===== config.mk =====
export PLATFORM = sky130hd
export DESIGN_NAME = zip_directory_record_parser_unit
export DESIGN_NICKNAME = d
export VERILOG_FILES = /design/src/hdl/zdrp_pkg.sv /design/src/hdl/zip_directory_record_parser_unit.sv
export SDC_FILE = /design/constraint.sdc
export NUM_CORES = 2
export LEC_CHECK = 0
export BUFFER_PORTS_ARGS = -buffer_cell sky130_fd_sc_hd__clkbuf_2
export CORE_UTILIZATION = 60
export DETAILED_ROUTE_END_ITERATION = 8
export HOLD_SLACK_MARGIN = 0.03
export PLACE_DENSITY_LB_ADDON = 0.05
export SKIP_CTS_REPAIR_TIMING = 1
export SLEW_MARGIN = 20
export SYNTH_ARGS = -nofsm -noshare
export SYNTH_HDL_FRONTEND = slang
export SYNTH_SLANG_ARGS = --single-unit
export TNS_END_PERCENT = 50

===== constraint.sdc =====
create_clock -name aclk -period 33 [get_ports aclk]
set_input_delay 6.6 -clock aclk [delete_from_list [all_inputs] [get_ports aclk]]
set_output_delay 6.6 -clock aclk [all_outputs]
set_load 0.05 [all_outputs]

===== src/hdl/zdrp_pkg.sv =====
// ============================================================================
// ZIP directory record parser package
// Types, header field positions and hash constants shared by the parser.
// ============================================================================
package zdrp_pkg;

    // Result status codes.
    typedef enum logic [1:0] {
        ST_KEPT    = 2'd0,
        ST_SKIPPED = 2'd1,
        ST_BAD_SIG = 2'd2
    } status_t;

    // Central directory file header signature and fixed header length.
    localparam logic [31:0] SIG_CDIR = 32'h0201_4b50;
    localparam logic [17:0] HDR_LEN  = 18'd46;

    // Names at or above this length are reported as skipped.
    localparam logic [16:0] NAME_LIMIT = 17'd512;

    // Byte positions inside the fixed header.
    localparam logic [5:0] POS_SIG_END  = 6'd3;
    localparam logic [5:0] POS_METHOD   = 6'd10;
    localparam logic [5:0] POS_CSIZE    = 6'd20;
    localparam logic [5:0] POS_USIZE    = 6'd24;
    localparam logic [5:0] POS_NLEN     = 6'd28;
    localparam logic [5:0] POS_XLEN     = 6'd30;
    localparam logic [5:0] POS_CLEN     = 6'd32;
    localparam logic [5:0] POS_OFFSET   = 6'd42;
    localparam logic [5:0] POS_HDR_LAST = 6'd45;

    // 64-bit FNV-1a offset basis.
    localparam logic [63:0] FNV_BASIS = 64'hcbf2_9ce4_8422_2325;

    // One FNV-1a step. The prime is 2^40 + 0x1b3, so the multiply is a
    // handful of shifted adds.
    function automatic logic [63:0] fnv1a_step(input logic [63:0] hash,
                                               input logic [7:0]  data);
        logic [63:0] x;
        x = hash ^ {56'd0, data};
        return (x << 40) + (x << 8) + (x << 7) + (x << 5) + (x << 4)
             + (x << 1) + x;
    endfunction

endpackage


===== src/hdl/zip_directory_record_parser_unit.sv =====
// ============================================================================
// ZIP directory record parser unit
// Walks the ZIP central directory one byte per beat and gives one result beat
// per record: the header fields, an FNV-1a 64 hash of the name and a status.
// It takes one input beat in every clock cycle while s_ready is high. Each
// beat is processed by the logic between the parser state registers and the
// result register, whose longest path is the 64-bit shift-and-add of the
// FNV-1a multiply. A result beat appears on the cycle after the last byte of
// its record is accepted, and input beats keep flowing while a result waits,
// as long as the result register is free or being emptied in the same cycle.
// A beat with start_req set begins a new directory; entry_count sets how many
// records are parsed. A record whose signature is wrong ends the scan with a
// bad signature result, and bytes are then ignored until the next start.
// ============================================================================
module zip_directory_record_parser_unit
    import zdrp_pkg::*;
(
    input  logic        aclk,
    input  logic        aresetn,

    // Configuration port.
    input  logic        psel,
    input  logic        penable,
    input  logic        pwrite,
    input  logic [1:0]  paddr,
    input  logic [31:0] pwdata,
    output logic [31:0] prdata,
    output logic        pready,

    // Directory byte stream.
    input  logic        s_valid,
    output logic        s_ready,
    input  logic [7:0]  s_data_byte,
    input  logic        s_start_req,

    // Record results.
    output logic        m_valid,
    input  logic        m_ready,
    output logic [1:0]  m_status,
    output logic        m_is_last,
    output logic [15:0] m_method,
    output logic [31:0] m_compressed_size,
    output logic [31:0] m_uncompressed_size,
    output logic [31:0] m_local_header_offset,
    output logic [15:0] m_name_length,
    output logic [63:0] m_name_hash
);

    typedef enum logic [1:0] {
        PH_IDLE   = 2'd0,
        PH_HEADER = 2'd1,
        PH_BODY   = 2'd2
    } phase_t;

    // Configuration and scan state.
    logic [15:0] entry_count_reg;
    phase_t      phase_reg, phase_next, cur_phase;
    logic [17:0] pos_reg, pos_next, cur_pos;
    logic [15:0] rd_reg, rd_next, cur_rd;
    logic [31:0] sig_reg, sig_next, cur_sig;
    logic [15:0] method_reg, method_next, cur_method;
    logic [31:0] csize_reg, csize_next, cur_csize;
    logic [31:0] usize_reg, usize_next, cur_usize;
    logic [31:0] offset_reg, offset_next, cur_offset;
    logic [15:0] nlen_reg, nlen_next, cur_nlen;
    logic [15:0] xlen_reg, xlen_next, cur_xlen;
    logic [15:0] clen_reg, clen_next, cur_clen;
    logic [63:0] hash_reg, hash_next, cur_hash;

    // Result register.
    logic        m_valid_reg, m_valid_next;
    logic [1:0]  status_reg;
    logic        last_reg;
    logic [15:0] out_method_reg;
    logic [31:0] out_csize_reg;
    logic [31:0] out_usize_reg;
    logic [31:0] out_offset_reg;
    logic [15:0] out_nlen_reg;
    logic [63:0] out_hash_reg;

    // Per-beat decode.
    logic        s_accept;
    logic        cfg_write;
    logic [5:0]  hdr_pos;
    logic [5:0]  k_off;
    logic [17:0] total_len;
    logic [18:0] pos_inc;
    logic [17:0] name_off;
    logic        in_name;
    logic        kept;
    logic        rec_last;
    logic        res_valid;
    status_t     res_status;
    logic        res_last;
    logic [63:0] res_hash;

    // Handshakes.
    assign s_accept  = s_valid && s_ready;
    assign s_ready   = !m_valid_reg || m_ready;
    assign cfg_write = psel && penable && pwrite && pready;
    assign pready    = 1'b1;
    assign prdata    = {16'd0, entry_count_reg};

    // A start beat restarts the scan from a clean record.
    assign cur_phase  = s_start_req ? ((entry_count_reg != 16'd0) ? PH_HEADER : PH_IDLE)
                                    : phase_reg;
    assign cur_pos    = s_start_req ? 18'd0 : pos_reg;
    assign cur_rd     = s_start_req ? 16'd0 : rd_reg;
    assign cur_sig    = s_start_req ? 32'd0 : sig_reg;
    assign cur_method = s_start_req ? 16'd0 : method_reg;
    assign cur_csize  = s_start_req ? 32'd0 : csize_reg;
    assign cur_usize  = s_start_req ? 32'd0 : usize_reg;
    assign cur_offset = s_start_req ? 32'd0 : offset_reg;
    assign cur_nlen   = s_start_req ? 16'd0 : nlen_reg;
    assign cur_xlen   = s_start_req ? 16'd0 : xlen_reg;
    assign cur_clen   = s_start_req ? 16'd0 : clen_reg;
    assign cur_hash   = s_start_req ? FNV_BASIS : hash_reg;

    // Position arithmetic for the current byte.
    assign hdr_pos   = cur_pos[5:0];
    assign k_off     = hdr_pos - POS_OFFSET;
    assign total_len = HDR_LEN + {2'd0, cur_nlen} + {2'd0, cur_xlen} + {2'd0, cur_clen};
    assign pos_inc   = {1'b0, cur_pos} + 19'd1;
    assign name_off  = cur_pos - HDR_LEN;
    assign in_name   = (cur_pos >= HDR_LEN) && (name_off < {2'd0, cur_nlen});
    assign kept      = (cur_nlen != 16'd0) && ({1'b0, cur_nlen} < NAME_LIMIT);
    assign rec_last  = ({1'b0, cur_rd} + 17'd1) >= {1'b0, entry_count_reg};

    // Next state and result for one accepted byte.
    always_comb begin
        phase_next  = phase_reg;
        pos_next    = pos_reg;
        rd_next     = rd_reg;
        sig_next    = sig_reg;
        method_next = method_reg;
        csize_next  = csize_reg;
        usize_next  = usize_reg;
        offset_next = offset_reg;
        nlen_next   = nlen_reg;
        xlen_next   = xlen_reg;
        clen_next   = clen_reg;
        hash_next   = hash_reg;
        res_valid   = 1'b0;
        res_status  = ST_KEPT;
        res_last    = 1'b0;
        res_hash    = 64'd0;

        if (s_accept) begin
            phase_next  = cur_phase;
            pos_next    = cur_pos;
            rd_next     = cur_rd;
            sig_next    = cur_sig;
            method_next = cur_method;
            csize_next  = cur_csize;
            usize_next  = cur_usize;
            offset_next = cur_offset;
            nlen_next   = cur_nlen;
            xlen_next   = cur_xlen;
            clen_next   = cur_clen;
            hash_next   = cur_hash;

            case (cur_phase)
                PH_HEADER: begin
                    // Field capture, little-endian.
                    sig_next = {s_data_byte, cur_sig[31:8]};
                    if (hdr_pos inside {[POS_METHOD : POS_METHOD + 6'd1]}) begin
                        method_next[8*hdr_pos[0] +: 8] = s_data_byte;
                    end else if (hdr_pos inside {[POS_CSIZE : POS_CSIZE + 6'd3]}) begin
                        csize_next[8*hdr_pos[1:0] +: 8] = s_data_byte;
                    end else if (hdr_pos inside {[POS_USIZE : POS_USIZE + 6'd3]}) begin
                        usize_next[8*hdr_pos[1:0] +: 8] = s_data_byte;
                    end else if (hdr_pos inside {[POS_NLEN : POS_NLEN + 6'd1]}) begin
                        nlen_next[8*hdr_pos[0] +: 8] = s_data_byte;
                    end else if (hdr_pos inside {[POS_XLEN : POS_XLEN + 6'd1]}) begin
                        xlen_next[8*hdr_pos[0] +: 8] = s_data_byte;
                    end else if (hdr_pos inside {[POS_CLEN : POS_CLEN + 6'd1]}) begin
                        clen_next[8*hdr_pos[0] +: 8] = s_data_byte;
                    end else if (hdr_pos inside {[POS_OFFSET : POS_HDR_LAST]}) begin
                        offset_next[8*k_off[1:0] +: 8] = s_data_byte;
                    end

                    if (hdr_pos == POS_SIG_END && sig_next != SIG_CDIR) begin
                        // Bad signature: abort the scan.
                        res_valid  = 1'b1;
                        res_status = ST_BAD_SIG;
                        res_last   = 1'b1;
                        phase_next = PH_IDLE;
                    end else if (hdr_pos == POS_HDR_LAST) begin
                        phase_next = PH_BODY;
                    end
                end
                PH_BODY: begin
                    if (in_name) begin
                        hash_next = fnv1a_step(cur_hash, s_data_byte);
                    end
                end
                default: begin
                end
            endcase

            // End of record, or advance to the next byte.
            if (!res_valid && cur_phase != PH_IDLE) begin
                if (phase_next == PH_BODY && pos_inc >= {1'b0, total_len}) begin
                    res_valid   = 1'b1;
                    res_status  = kept ? ST_KEPT : ST_SKIPPED;
                    res_last    = rec_last;
                    res_hash    = kept ? hash_next : 64'd0;
                    rd_next     = cur_rd + 16'd1;
                    phase_next  = rec_last ? PH_IDLE : PH_HEADER;
                    pos_next    = 18'd0;
                    sig_next    = 32'd0;
                    hash_next   = FNV_BASIS;
                end else begin
                    pos_next = pos_inc[17:0];
                end
            end
        end
    end

    // The result register empties when taken and loads on a new result.
    always_comb begin
        m_valid_next = m_valid_reg;
        if (s_accept && res_valid) begin
            m_valid_next = 1'b1;
        end else if (m_ready) begin
            m_valid_next = 1'b0;
        end
    end

    // Control state.
    always_ff @(posedge aclk) begin
        if (!aresetn) begin
            entry_count_reg <= 16'd0;
            phase_reg       <= PH_IDLE;
            pos_reg         <= 18'd0;
            rd_reg          <= 16'd0;
            m_valid_reg     <= 1'b0;
        end else begin
            if (cfg_write) begin
                entry_count_reg <= pwdata[15:0];
            end
            phase_reg   <= phase_next;
            pos_reg     <= pos_next;
            rd_reg      <= rd_next;
            m_valid_reg <= m_valid_next;
        end
    end

    // Record holds. A start beat clears them before they are used.
    always_ff @(posedge aclk) begin
        sig_reg    <= sig_next;
        method_reg <= method_next;
        csize_reg  <= csize_next;
        usize_reg  <= usize_next;
        offset_reg <= offset_next;
        nlen_reg   <= nlen_next;
        xlen_reg   <= xlen_next;
        clen_reg   <= clen_next;
        hash_reg   <= hash_next;
    end

    // Result payload. An aborted record reports zero fields.
    always_ff @(posedge aclk) begin
        if (s_accept && res_valid) begin
            status_reg <= res_status;
            last_reg   <= res_last;
            if (res_status == ST_BAD_SIG) begin
                out_method_reg <= 16'd0;
                out_csize_reg  <= 32'd0;
                out_usize_reg  <= 32'd0;
                out_offset_reg <= 32'd0;
                out_nlen_reg   <= 16'd0;
                out_hash_reg   <= 64'd0;
            end else begin
                out_method_reg <= method_next;
                out_csize_reg  <= csize_next;
                out_usize_reg  <= usize_next;
                out_offset_reg <= offset_next;
                out_nlen_reg   <= nlen_next;
                out_hash_reg   <= res_hash;
            end
        end
    end

    assign m_valid               = m_valid_reg;
    assign m_status              = status_reg;
    assign m_is_last             = last_reg;
    assign m_method              = out_method_reg;
    assign m_compressed_size     = out_csize_reg;
    assign m_uncompressed_size   = out_usize_reg;
    assign m_local_header_offset = out_offset_reg;
    assign m_name_length         = out_nlen_reg;
    assign m_name_hash           = out_hash_reg;

`ifndef SYNTH
    // An abort always closes the scan and carries no hash.
    a_abort_is_last: assert property (@(posedge aclk) disable iff (!aresetn)
        (m_valid && m_status == ST_BAD_SIG) |-> (m_is_last && m_name_hash == 64'd0))
        else $error("bad signature result without is_last or with a hash");

    // A skipped record never reports a hash.
    a_skip_no_hash: assert property (@(posedge aclk) disable iff (!aresetn)
        (m_valid && m_status == ST_SKIPPED) |-> (m_name_hash == 64'd0))
        else $error("skipped record carries a hash");

    // After the final result of a scan the parser is idle.
    a_last_goes_idle: assert property (@(posedge aclk) disable iff (!aresetn)
        (s_accept && res_valid && res_last) |=> (phase_reg == PH_IDLE))
        else $error("scan continued after its final result");
`endif

endmodule

Word-level counts from Yosys, hierarchy flattened
Cells that the tools add are included.
{"block": "totals", "ff_bits": 504, "inputBits": 50, "output_inout_bits": 230, "word_cells": 194}
{"block": "classes", "add_sub_neg": 17, "magnitude_cmp": 19, "eq_ne": 7, "shifts": 6, "muxes": 94, "bitwise": 5, "n_reduce_logical": 24}
{"op": "two-way mux 32 bit", "count": 25}
{"op": "two-way mux 16 bit", "count": 29}
{"op": "adder 64 bit", "count": 6}
{"op": "two-way mux 64 bit", "count": 5}
{"op": "bitwise mux 32 bit", "count": 3}
{"op": "negation 5 -> 34 bit", "count": 2}
{"op": "variable shift 8 x 34 -> 32 bit, first input constant", "count": 2}
{"op": "variable part select 8 x 34 -> 32 bit", "count": 2}
{"op": "bitwise mux 16 bit", "count": 4}
{"op": "XOR 64 x 8 -> 64 bit", "count": 1}
{"op": "two-way mux 18 bit", "count": 3}
{"op": "negation 4 -> 34 bit", "count": 1}
{"op": "variable shift 8 x 34 -> 16 bit, first input constant", "count": 1}
{"op": "variable part select 8 x 34 -> 16 bit", "count": 1}
{"op": "!= test 32 x 26 -> 1 bit, second input constant", "count": 1}
{"op": "nonzero test 16 bit", "count": 2}
{"op": "greater-or-equal comparator 6 x 5 -> 1 bit, second input constant", "count": 4}
{"op": "<= comparator 6 x 5 -> 1 bit, second input constant", "count": 4}
{"op": "two-way mux 2 bit", "count": 12}
{"op": "adder 18 x 1 -> 19 bit, second input constant", "count": 1}
{"op": "greater-or-equal comparator 19 x 18 -> 1 bit", "count": 1}
{"op": "adder 17 x 16 -> 18 bit", "count": 1}
{"op": "adder 18 x 16 -> 18 bit", "count": 1}
{"op": "greater-or-equal comparator 18 x 6 -> 1 bit, second input constant", "count": 1}
{"op": "23 further kinds", "count": 59}

Longest topological paths before layout
{"block": "logic_depth", "word_depth": 14, "mapped_depth": 31}

Worst setup path before layout
No wires, ideal clock.
{"block": "synth_path", "kind": "input port to flip-flop", "startpoint": "input s_start_req", "endpoint": "register out_csize_reg[0], in the netlist m_compressed_size[0], enable pin", "setup_time_ns": 0.590, "t_arrival_ns": 16.250, "required_time_ns": 32.410, "path_slack_ns": 16.159, "path_stages": 28, "cell_sequence": "buf_2 buf_1 clkbuf_1 clkbuf_1 clkbuf_1 clkbuf_1 nand2b_1 ha_1 fa_1 inv_1 ha_1 fa_1 a21o_1 a21oi_1 o21bai_1 a21oi_1 o21bai_1 nand4_1 a31oi_1 a21o_1 a21oi_1 xor2_1 ha_1 o21a_1 o31a_1 o31a_1 nand2_1 nand2b_1"}
{"block": "synth_via", "elab_chain_len": 12, "word_cells_on_any_way": 32, "cone_classes": "add/sub (4); order compare (1); eq/ne (5); mux (16); reduce/logical (6)"}
{"element": "from (decl)", "line_no": "zip_directory_record_parser_unit.sv:34", "rtl": "input logic s_start_req,"}
{"element": "parallel branches: the longest is 9 deep, another holds greater-or-equal comparator 19 x 18 -> 1 bit"}
{"element": "two-way mux 1 bit *", "line_no": "zip_directory_record_parser_unit.sv:202", "rtl": "if (!res_valid && cur_phase != PH_IDLE) begin"}
{"element": "two-way mux 1 bit *", "line_no": "zip_directory_record_parser_unit.sv:148", "rtl": "if (s_accept) begin"}
{"element": "logical AND 1 bit *", "line_no": "zip_directory_record_parser_unit.sv:264", "rtl": "if (s_accept && res_valid) begin"}
{"element": "to (signal assigned)", "line_no": "zip_directory_record_parser_unit.sv:276", "rtl": "out_csize_reg <= csize_next;"}
{"element": "to (decl)", "line_no": "zip_directory_record_parser_unit.sv:75", "rtl": "logic [31:0] out_csize_reg;"}
Every way passes the cells marked *. The select of a mux whose other input is x is not followed.
A chain may end at the register's enable or synchronous reset.

Final worst setup path
{"block": "layout_path", "startpoint": "input s_start_req", "endpoint": "register out_hash_reg[30], in the netlist m_name_hash[30], enable pin"}
{"block": "layout_via", "elab_chain_len": 12, "word_cells_on_any_way": 32, "cone_classes": "add/sub (4); order compare (1); eq/ne (5); mux (16); reduce/logical (6)"}
{"element": "parallel branches: the longest is 9 deep, another holds greater-or-equal comparator 19 x 18 -> 1 bit"}
{"element": "two-way mux 1 bit *", "line_no": "zip_directory_record_parser_unit.sv:202"}
{"element": "two-way mux 1 bit *", "line_no": "zip_directory_record_parser_unit.sv:148"}
{"element": "logical AND 1 bit *", "line_no": "zip_directory_record_parser_unit.sv:264"}
{"element": "to (signal assigned)", "line_no": "zip_directory_record_parser_unit.sv:280", "rtl": "out_hash_reg <= res_hash;"}
{"element": "to (decl)", "line_no": "zip_directory_record_parser_unit.sv:79", "rtl": "logic [63:0] out_hash_reg;"}
Marks and branches as above.

==> impl_summary.log <==
[metrics] run status: complete, no violations
[metrics] share of layout cells above drive strength 1: 11.9%
[metrics] share of the clock period used by the worst path: between 40% and 50%
[metrics] core area: 55500 sq um
[metrics] sequential share of the synthesized area: approximately two fifths
[metrics] most common library cell in the layout ignoring fill and taps: sky130_fd_sc_hd__inv_1
[metrics] number of hold-slack violations in the final timing report: 0
[metrics] cell area after layout: roughly 38000 sq um
[metrics] clock tree from TritonCTS: built
[metrics] clock root cell: sky130_fd_sc_hd__clkbuf_16
[metrics] worst hold path class: flip-flop to flip-flop
[metrics] share of synthesized area spent on multiplexers: about 1.2%
[metrics] worst hold path cell count: 2
[metrics] setup repair after global routing missed its margin: no
[metrics] Critical R2R Launch: nlen_reg[2]
[metrics] vias per std cell: 5.81
[metrics] parity-gate share of the synthesized area counting xor and xnor cells: about 3%
[metrics] FF-to-FF path depth: 24
[metrics] final setup violation count: 0
[metrics] via count of the routed design: between 20000 and 30000
[metrics] final period demand of the worst path: approximately 15 ns
[metrics] destination of the worst hold path: method_reg[4]
[metrics] I/O pin count: 280
[metrics] max-cap viol count: 0
[metrics] CTS Buffer Depth: 3
[metrics] worst ir drop on vdd: roughly 0.052 mV
[metrics] CP Launch Point: s_start_req
[metrics] total of buffers placed on input and output ports: roughly 240
[metrics] number of global-route vias before repair: ~25000
[metrics] number of instances in the synthesized netlist: between 3000 and 4000
[metrics] reg-to-reg slack, setup: 25.14 ns
[metrics] Rows: 86
[metrics] fraction of post-synthesis cell area in the top cell type by area: between 20% and 30%
[metrics] Fmax achieved: between 0.06 and 0.07 GHz
[metrics] Total Wirelength: between 90 and 100 mm
[metrics] initial antenna violation count: 3
[metrics] fraction of the mapped netlist area in adder cells: around 23%
[metrics] First DRT Iteration DRCs: around 1700
[metrics] flops & latches, synth: about 500
[metrics] worst slew margin relative to its limit: 25.4%
[metrics] layout-stage area growth over the synthesis result: 10.3%
[metrics] Global Route Usage Sum: a little under a third
[metrics] starting density of the core: around 60%
[metrics] area of the die: about 58000 sq um
[metrics] main combinational cell family by area after synthesis: adder cells
[metrics] maximum number of pins on one net before global-route repair: slightly above 100
[metrics] library cell with the largest summed area after synthesis: sky130_fd_sc_hd__edfxtp_1
[metrics] type of the setup path with the least slack: primary input to flip-flop
[metrics] drt first pass iters: 5
[metrics] global-route wire length before repair: roughly 140 mm
[metrics] DIE HEIGHT: 240 microns
[metrics] commonest cells after routing, fill and taps aside: 349 x sky130_fd_sc_hd__inv_1, 348 x sky130_fd_sc_hd__nand2_1, 315 x sky130_fd_sc_hd__edfxtp_1
[metrics] post-synthesis cell area: 34000 sq um
[metrics] Worst-Margin Slew: 1.11 ns
[metrics] die span in x: between 200 and 250 microns
[metrics] Worst Setup End Kind: flip-flop
[metrics] CP max FO: ~100
[metrics] antenna-violating nets left: 0
[metrics] final-layout setup total negative slack: 0 ns
[metrics] synthesis warning total: 0
[metrics] Slew Viols, Final: 0
[metrics] power density of the placed cells: about 60 nW/um^2
[metrics] Setup WS pre-CTS: around 18 ns
[metrics] capturing point of the worst reg2reg path: m_name_hash[30]
[metrics] number of buffers added by the clock tree synthesis step: 54
[metrics] startpoint of the lowest-slack hold path: method_reg[4]
[metrics] maximum clock skew at final layout: roughly 0.029 ns
[metrics] H-tree lvl count: 2
[metrics] Post-Synthesis Mean Instance Area: between 10 and 15 sq um
[metrics] leading post-synthesis cells by cell area: sky130_fd_sc_hd__edfxtp_1 28%, sky130_fd_sc_hd__fa_1 16%, sky130_fd_sc_hd__dfxtp_1 11%, sky130_fd_sc_hd__ha_1 7.2%, sky130_fd_sc_hd__inv_1 3.9%
[metrics] placed cell areas: 35700 sq um
[metrics] number of enable flip-flop cells after synthesis: around 320
[metrics] startpoint types: primary input
[metrics] number of fill cells in the layout: about 4400
[metrics] overall overflow remaining after global route: 0
[metrics] post-synthesis share of cell area spent on and, or, nand and nor gates: approximately 16%
[metrics] leakage: ~16 nW
[metrics] clock latency of the later-clocked register in the worst-skew pair: approximately 0.63 ns
[metrics] post-DR wirelength/cell: approximately 21 microns
[metrics] Placer Congestion: ~0.95
[metrics] complex-gate fraction of the synthesized area: between 10 and 15%
[metrics] final critical-path setup slack: about 18 ns
[metrics] synth unique cells: 94
[metrics] data required time at the worst endpoint: between 30 and 40 ns
[metrics] Clock Sinks: just under 500
[metrics] async set or reset register ratio after synthesis: 0%
[metrics] Data arrival, critical path: 14.86 ns
[metrics] final net count: about 4100
[metrics] HPWL after detailed placement: ~67 mm
[metrics] Post-synth top flop: sky130_fd_sc_hd__edfxtp_1
[metrics] clock transition at the register clock pins on the worst setup and hold paths after CTS: 0.06 ns
[metrics] Residual DRC: 0
-- worst max-delay path by stage --
stage                           end  slack [ns]
3_3_place_gp        m_name_hash[29]       17.87
6_report            m_name_hash[30]       18.39
4_1_cts             m_name_hash[30]       18.39
2_1_floorplan  m_compressed_size[0]       16.16
3_5_place_dp        m_name_hash[30]       17.69
5_1_grt             m_name_hash[30]       17.86
-- logic make-up after synthesis --
family / after synthesis
AOI/OAI and AO/OA: 655
other: 2
muxes: 37
DFF: 496
xor gates and xnor gates: 117
buffers and inverters: 521
adders and majority gates: 465
and+or+nand+nor: 1079
-- cells in the mapped netlist, types with 8 or more instances --
| cell | count |
|---|---|
| sky130_fd_sc_hd__inv_1 | 350 |
| sky130_fd_sc_hd__xnor2_1 | 66 |
| sky130_fd_sc_hd__a31oi_1 | 13 |
| sky130_fd_sc_hd__xor2_1 | 51 |
| sky130_fd_sc_hd__mux2i_1 | 17 |
| sky130_fd_sc_hd__buf_4 | 18 |
| sky130_fd_sc_hd__o21a_1 | 11 |
| sky130_fd_sc_hd__nand4_1 | 28 |
| sky130_fd_sc_hd__o21ai_0 | 194 |
| sky130_fd_sc_hd__dfxtp_1 | 181 |
| sky130_fd_sc_hd__a21boi_0 | 30 |
| sky130_fd_sc_hd__a22oi_1 | 19 |
| sky130_fd_sc_hd__ha_1 | 197 |
| sky130_fd_sc_hd__and3_1 | 29 |
| sky130_fd_sc_hd__nor3_1 | 29 |
| sky130_fd_sc_hd__buf_2 | 17 |
| sky130_fd_sc_hd__mux2_2 | 20 |
| sky130_fd_sc_hd__or2_2 | 19 |
| sky130_fd_sc_hd__o21bai_1 | 18 |
| sky130_fd_sc_hd__a21oi_1 | 165 |
| sky130_fd_sc_hd__nand2b_1 | 86 |
| sky130_fd_sc_hd__nand2_1 | 348 |
| sky130_fd_sc_hd__clkbuf_1 | 124 |
| sky130_fd_sc_hd__and2_1 | 18 |
| sky130_fd_sc_hd__nand3_1 | 36 |
| sky130_fd_sc_hd__o31ai_1 | 8 |
| sky130_fd_sc_hd__o21ai_1 | 9 |
| sky130_fd_sc_hd__a22o_1 | 49 |
| sky130_fd_sc_hd__edfxtp_1 | 315 |
| sky130_fd_sc_hd__buf_1 | 8 |
| sky130_fd_sc_hd__or3_1 | 15 |
| sky130_fd_sc_hd__nor2_1 | 220 |
| sky130_fd_sc_hd__nand3b_1 | 15 |
| sky130_fd_sc_hd__nor4_1 | 16 |
| sky130_fd_sc_hd__nor2b_1 | 181 |
| sky130_fd_sc_hd__fa_1 | 268 |
| sky130_fd_sc_hd__a21o_1 | 56 |
| sky130_fd_sc_hd__o22ai_1 | 8 |
-- metal layers --
layer	up-vias	global-route usage, %	share of wire (%)
met1	12494	41.8	41
met5	-	0	0
met2	811	54.4	49
met3	154	4.43	6.4
li1	11744	-	-
met4	0	10.4	3.1
-- area by class of cell --
cell class | instances | area (sq um) | share of cell area [%]
Clock inverter | 31 | 360 | 0.960
Tap cell | 748 | 936 | 2.49
Sequential cell | 496 | 13100 | 34.9
Timing Repair Buffer | 268 | 1410 | 3.75
Antenna cell | 1 | 2.50 | 0.00667
Multi-Input combinational cell | 2370 | 19000 | 50.5
Clock buffer | 71 | 1460 | 3.88
Inverter | 351 | 1320 | 3.52
-- through the flow --
stage	total power, mW	instances	utilization [%]	hold WS, ns
final	2.29	4336	67.6	0.459
after global routing	2.42	4336	67.6	0.483
after CTS	2.29	4335	67.6	0.459
after detailed placement	1.66	4233	64.3	0.441
after global placement	1.65	4233	64.3	0.432
after floorplan	1.43	3387	-	0.422
-- critical path: stages --
cell                       delay, ns
sky130_fd_sc_hd__buf_6          0.52
sky130_fd_sc_hd__buf_4          0.77
sky130_fd_sc_hd__nand2b_1       0.23
sky130_fd_sc_hd__fa_1           0.17
sky130_fd_sc_hd__inv_1          0.05
sky130_fd_sc_hd__fa_1           0.38
sky130_fd_sc_hd__ha_1           0.22
sky130_fd_sc_hd__fa_1           0.40
sky130_fd_sc_hd__a21o_1         0.17
sky130_fd_sc_hd__a21oi_1        0.22
sky130_fd_sc_hd__o21bai_1       0.09
sky130_fd_sc_hd__a21oi_1        0.27
sky130_fd_sc_hd__o21bai_1       0.13
sky130_fd_sc_hd__nand4_1        0.14
sky130_fd_sc_hd__a31oi_1        0.16
sky130_fd_sc_hd__xnor2_1        0.18
sky130_fd_sc_hd__ha_1           0.29
sky130_fd_sc_hd__nand2_1        0.08
sky130_fd_sc_hd__nor2_1         0.16
sky130_fd_sc_hd__o211ai_1       0.11
sky130_fd_sc_hd__a21oi_1        0.33
sky130_fd_sc_hd__o31a_2         0.22
sky130_fd_sc_hd__nand2_1        0.35
sky130_fd_sc_hd__nand2b_4       0.67
sky130_fd_sc_hd__buf_4          0.84
sky130_fd_sc_hd__buf_4          0.92
-- where the power goes --
group / switching, mW / internal [mW]
Sequential: 0.00526 / 0.665
Combinational: 0.613 / 0.388
Clock: 0.269 / 0.348
Note: power is estimated with default switching activity, not from simulation.
